`src/hdl/gaussian_pair_affinity_macros.svh`:
```
// assertion helpers for the gaussian pair affinity block
`ifndef GAUSSIAN_PAIR_AFFINITY_MACROS_SVH
`define GAUSSIAN_PAIR_AFFINITY_MACROS_SVH
`ifndef SYNTHESIS
`define GPA_ASSERT(lbl, expr) \
  lbl: assert property (@(posedge clk_i) disable iff (!rst_ni) (expr)) \
    else $error("assertion failed");
`define GPA_ASSERT_NEXT(lbl, ante, cons) \
  lbl: assert property (@(posedge clk_i) disable iff (!rst_ni) (ante) |=> (cons)) \
    else $error("assertion failed");
`else
`define GPA_ASSERT(lbl, expr)
`define GPA_ASSERT_NEXT(lbl, ante, cons)
`endif
`endif

```
`src/hdl/gpa_pkg.sv`:
```
`timescale 1ns / 1ps
package gpa_pkg;
  localparam int SumW = 48;
  localparam int FracBits = 20;
  localparam int MaxPatches = 1024;
  localparam int MaxFeatureElems = 4096;
  localparam logic [20:0] Log2eQ20 = 21'd1512775;

  localparam logic [2:0] RegFeatureLength = 3'd0;
  localparam logic [2:0] RegPositionLength = 3'd1;
  localparam logic [2:0] RegFeatureWidth = 3'd2;
  localparam logic [2:0] RegPositionWidth = 3'd3;
  localparam logic [2:0] RegPatchCount = 3'd4;

  typedef struct packed {
    logic [12:0] feature_length;
    logic [4:0]  position_length;
    logic [7:0]  feature_width;
    logic [7:0]  position_width;
    logic [10:0] patch_count;
  } cfg_t;

  typedef struct packed {
    logic [SumW-1:0] feature_sum;
    logic [SumW-1:0] position_sum;
    logic [19:0]     entry_index;
  } pair_t;

  function automatic logic [63:0] isqrt64(logic [63:0] v);
    logic [63:0] r;
    logic [63:0] b;
    logic [63:0] vv;
    r = '0;
    b = 64'd1 << 62;
    vv = v;
    for (int i = 0; i < 32; i++) begin
      if (vv >= r + b) begin
        vv = vv - (r + b);
        r = (r >> 1) + b;
      end else begin
        r = r >> 1;
      end
      b = b >> 2;
    end
    return r;
  endfunction

  // factor 2^-(2^-(k+1)) in q1.31 by repeated roots of one half
  function automatic logic [31:0] root_entry(int k);
    logic [63:0] c;
    c = 64'd1 << 30;
    for (int i = 0; i <= k; i++) begin
      c = isqrt64(c << 31);
    end
    return c[31:0];
  endfunction
endpackage

```
`src/hdl/gpa_fifo.sv`:
```
`timescale 1ns / 1ps
module gpa_fifo (
  input  logic           clk_i,
  input  logic           rst_ni,
  input  logic           push_i,
  input  gpa_pkg::pair_t data_i,
  input  logic           pop_i,
  output gpa_pkg::pair_t data_o,
  output logic           full_o,
  output logic           empty_o
);
  import gpa_pkg::*;

  pair_t mem_q [2];
  logic wr_q, rd_q;
  logic [1:0] cnt_q;

  assign full_o = cnt_q == 2'd2;
  assign empty_o = cnt_q == 2'd0;
  assign data_o = mem_q[rd_q];

  always_ff @(posedge clk_i) begin
    if (push_i) begin
      mem_q[wr_q] <= data_i;
    end
  end

  always_ff @(posedge clk_i or negedge rst_ni) begin
    if (!rst_ni) begin
      wr_q <= 1'b0;
      rd_q <= 1'b0;
      cnt_q <= '0;
    end else begin
      if (push_i) wr_q <= !wr_q;
      if (pop_i) rd_q <= !rd_q;
      cnt_q <= cnt_q + 2'(push_i) - 2'(pop_i);
    end
  end
endmodule

```
`config.mk`:
```
export PLATFORM = sky130hd
export DESIGN_NAME = gpa_fifo
export DESIGN_NICKNAME = d
export VERILOG_FILES = /design/src/hdl/gaussian_pair_affinity_macros.svh /design/src/hdl/gpa_pkg.sv /design/src/hdl/gpa_fifo.sv
export SDC_FILE = /design/constraint.sdc
export NUM_CORES = 1
export LEC_CHECK = 0
export CAP_MARGIN = 15
export CORE_UTILIZATION = 60
export CTS_BUF_LIST = sky130_fd_sc_hd__clkbuf_8 sky130_fd_sc_hd__clkbuf_16
export CTS_CLUSTER_SIZE = 8
export DETAILED_ROUTE_END_ITERATION = 8
export DONT_BUFFER_PORTS = 1
export PLACE_DENSITY = 0.78
export SKIP_CTS_REPAIR_TIMING = 1
export SLEW_MARGIN = 25
export SYNTH_ARGS = -nofsm -noshare
export SYNTH_HDL_FRONTEND = slang
export SYNTH_SLANG_ARGS = --single-unit
```
`constraint.sdc`:
```
create_clock -name clk_i -period 6.9 [get_ports clk_i]
set_input_delay 0.345 -clock clk_i [delete_from_list [all_inputs] [get_ports clk_i]]
set_output_delay 0.345 -clock clk_i [all_outputs]
set_load 0.01 [all_outputs]
```
==> reports/metrics.csv, run 1 <==
metric;value;unit
synth_seq_cells;236;
synth_ff_type;edfxtp_1;
post-place-cells;547;
clockRootBuffer;clkbuf_16;
place_hpwl;9150;um
start_util;62.0;%
avgSynthCellArea;23.1;um2
syn_inst;376;
synth_area;0.00868;mm2
synthTopCellsByCount;edfxtp_1, mux2_2, mux2_4;
gp_congestion;0.699;
synthDistinctLibCells;13;
cts.htree.levels;2;
yosys.area.top_type;edfxtp_1;
ys_warn_count;0;
async_flop_share;1.69;%
fp.dieH;122;um
yosysMostFrequentCell;edfxtp_1;
yosysSeqAreaShare;81.4;%
row_count;43;
synth_fp_nets;498;
clockBufferDepth;3;
cts_sinks;236;
dpl_cell_area;0.00885;mm2
detailedPlace.worstSlack;4.29;ns
synth_top_area_share;80.3;%
cts_made_buffers;35;
stop_stage;global routing (5_1_grt);
die_w;122;um
numPortBuffers;0;
tool.error;[ERROR RSZ-0060] Max buffer count reached.;
synth_edf_count;232;
pin_count;238;
outcome;stopped before the end;
netlist_top_cells_area;edfxtp_1, mux2_2, mux2_4, dfrtp_1, buf_6;
grt_max_degree;63;
## cell families after synthesis
kind of cell	Yosys count	synth area share, %
fa+ha+maj	2	0.288
simple gates	4	0.259
buf+inv	15	1.20
mux	116	16.3
xor+xnor	3	0.476
flops	236	81.4
## stage by stage
step | util [%] | hold WS (ns)
2_1_floorplan | - | 0.0494
3_3_place_gp | 63.3 | 0.0497
3_5_place_dp | 63.3 | 0.0497
4_1_cts | 70.3 | -0.463
==> inputs of run 2 (changes only) <==
--- a/config.mk
+++ b/config.mk
@@ -6,12 +6,10 @@
 export NUM_CORES = 1
 export LEC_CHECK = 0
 export CAP_MARGIN = 15
-export CORE_UTILIZATION = 60
-export CTS_BUF_LIST = sky130_fd_sc_hd__clkbuf_8 sky130_fd_sc_hd__clkbuf_16
-export CTS_CLUSTER_SIZE = 8
+export CORE_UTILIZATION = 40
 export DETAILED_ROUTE_END_ITERATION = 8
 export DONT_BUFFER_PORTS = 1
-export PLACE_DENSITY = 0.78
+export PLACE_DENSITY_LB_ADDON = 0.15
 export SKIP_CTS_REPAIR_TIMING = 1
 export SLEW_MARGIN = 25
 export SYNTH_ARGS = -nofsm -noshare
==> run 2 against run 1 <==
Effect of this change: the run now ends clean; synthesized cell count unchanged; synthesized area did not move.
==> reports/metrics.csv, run 2 <==
metric;value;unit;change
synth_top_area_share;80.3;%;unchanged
gp_congestion;0.705;;+0.92%
synth_edf_count;232;;unchanged
pin_count;238;;unchanged
yosys.area.top_type;edfxtp_1;;
regArea;0.00707;mm2;
drive_gt1_share;30.0;%;
critPathLaunchType;register;;
cts_sinks;236;;unchanged
cts_made_buffers;25;;-29%
yosysSeqAreaShare;81.4;%;unchanged
final_area;0.0110;mm2;
ys_warn_count;0;;unchanged
tightest_slew;0.887;ns;
maxCapViolations;0;;
grt_usage;12.8;%;
arrival;2.85;ns;
firstDrtPassIters;4;;
cp-end-kind;output port;;
routed_via_density;4.88;;
die_w;149;um;+22%
largest_reg_flops;232;;
synth_area;0.00868;mm2;unchanged
place_hpwl;9470;um;+3.5%
wl_per_cell;19.4;um;
p_total;4.32;mW;
avgSynthCellArea;23.1;um2;unchanged
grt_pass1_wl;21200;um;
cts_tree;built;;
netlist_top_cells_area;edfxtp_1, mux2_2, mux2_4, dfrtp_1, buf_6;;
path_clk_slew;0.06;ns;
clk_latency;0.52;ns;
ir_drop;0.266;mV;
hold_viol;0;;
clockBufferDepth;3;;unchanged
areaGrowthSynthToFinish;26.6;%;
slew_violations;0;;
final_common_cell;edfxtp_1;;
cp_max_fo;61;;
post-place-cells;642;;+17%
finClkSkew;0.0192;ns;
slew_headroom;40.9;%;
drtIter0Drc;151;;
antenna_found_initial;1;;
synth_fp_nets;498;;unchanged
fill_cells;1681;;
drt_drc_violations_left;0;;
p_leak;3.78;nW;
setup_tns;0;ns;
numPortBuffers;0;;unchanged
num_vias;3951;;
synthTopCellsByCount;edfxtp_1, mux2_2, mux2_4;;
reg_top3;mem_q (232), cnt_q (2);;
power_density;393;mW/mm2;
yosysMostFrequentCell;edfxtp_1;;
syn_inst;376;;unchanged
min_period_over_period;46.3;%;
instances_no_fill;809;;
outcome;complete, no violations;;
setup_violations;0;;
start_util;41.0;%;-21 points
fmax;313;MHz;
cts.htree.levels;1;;-1
grt_pass1_vias;3638;;
crit_type;reg -> out;;
mostFrequentLayoutCells;edfxtp_1, dlygate4sd3_1, mux2_2;;
rsz0062_at_grt;no;;
min_path_type;in -> async;;
nNetsFinal;636;;
r2r_cells;3;;
core_area;0.0212;mm2;
drtAntennaViolNets;0;;
fp.dieH;149;um;+22%
dpl_cell_area;0.00897;mm2;+1.3%
clockRootBuffer;clkbuf_16;;
synth_ff_type;edfxtp_1;;
wirelength;15700;um;
synth_seq_cells;236;;unchanged
die_area;0.0223;mm2;
row_count;53;;+23%
cp.required;6.55;ns;
grt-ovfl-total;0;;
period_needed;3.19;ns;
synthDistinctLibCells;13;;unchanged
multi_input_area;0.00152;mm2;
largest-register;mem_q;;
async_flop_share;1.69;%;unchanged
grt_max_degree;76;;
[run 2: layer usage]
layer  track usage, %  vias to the layer above  part of all wire [%]
met2             20.3                      184                    48
met5                0                        -                     0
met1             14.0                     1960                    38
met4             4.34                        0                   2.6
met3             8.01                       30                    11
li1                 -                     1777                     -
[run 2: cells by family after synthesis]
kind of cell | after synthesis | share of synthesized area, %
flops | 236 | 81.4
mux | 116 | 16.3
buf+inv | 15 | 1.20
simple gates | 4 | 0.259
xor+xnor | 3 | 0.476
fa+ha+maj | 2 | 0.288
[run 2: worst paths after layout]
check                                         end  slack, ns        startpoint
setup / recovery                       data_o[13]       3.71  rd_q$_DFFE_PN0P_
hold / removal                 cnt_q[1]$_DFF_PN0_       0.09            rst_ni
setup reg to reg           mem_q[1][11]$_DFFE_PP_       4.76  wr_q$_DFFE_PN0P_
hold reg to reg                  wr_q$_DFFE_PN0P_       0.55  wr_q$_DFFE_PN0P_
max in group asynchronous        rd_q$_DFFE_PN0P_       6.61            rst_ni
min in group clk_i             cnt_q[1]$_DFF_PN0_       0.15             pop_i
[run 2: where the power goes]
group	total, mW	leakage (nW)	switching [mW]	internal, mW
combinational	1.00	1.18	0.545	0.457
sequential	2.04	2.22	0.139	1.90
clock	1.27	0.379	0.529	0.744
[run 2: metrics by stage]
step	hold WS, ns	utilization, %	worst slack (ns)
after global routing	0.0955	51.9	3.55
after floorplan	0.0494	-	0.763
after CTS	-0.504	46.1	3.65
after detailed placement	0.0496	42.4	4.21
after global placement	0.0497	42.4	4.25
final	0.0935	51.9	3.71
[run 2: final cells by class]
class	count	share of cell area, %
sequential	236	64.4
multi-input combinational	125	13.8
timing repair buffer	124	11.4
clock buffer	30	5.87
tap	275	3.13
clock inverter	16	1.31
inverter	2	0.0684
antenna	1	0.0228
[run 2: worst max-delay path: stages, from the launching register on]
cell,delay [ns]
dfrtp_4,1.00
buf_4,0.81
mux2_2,0.46
No activity file was read; power rests on OpenSTA's default activity.
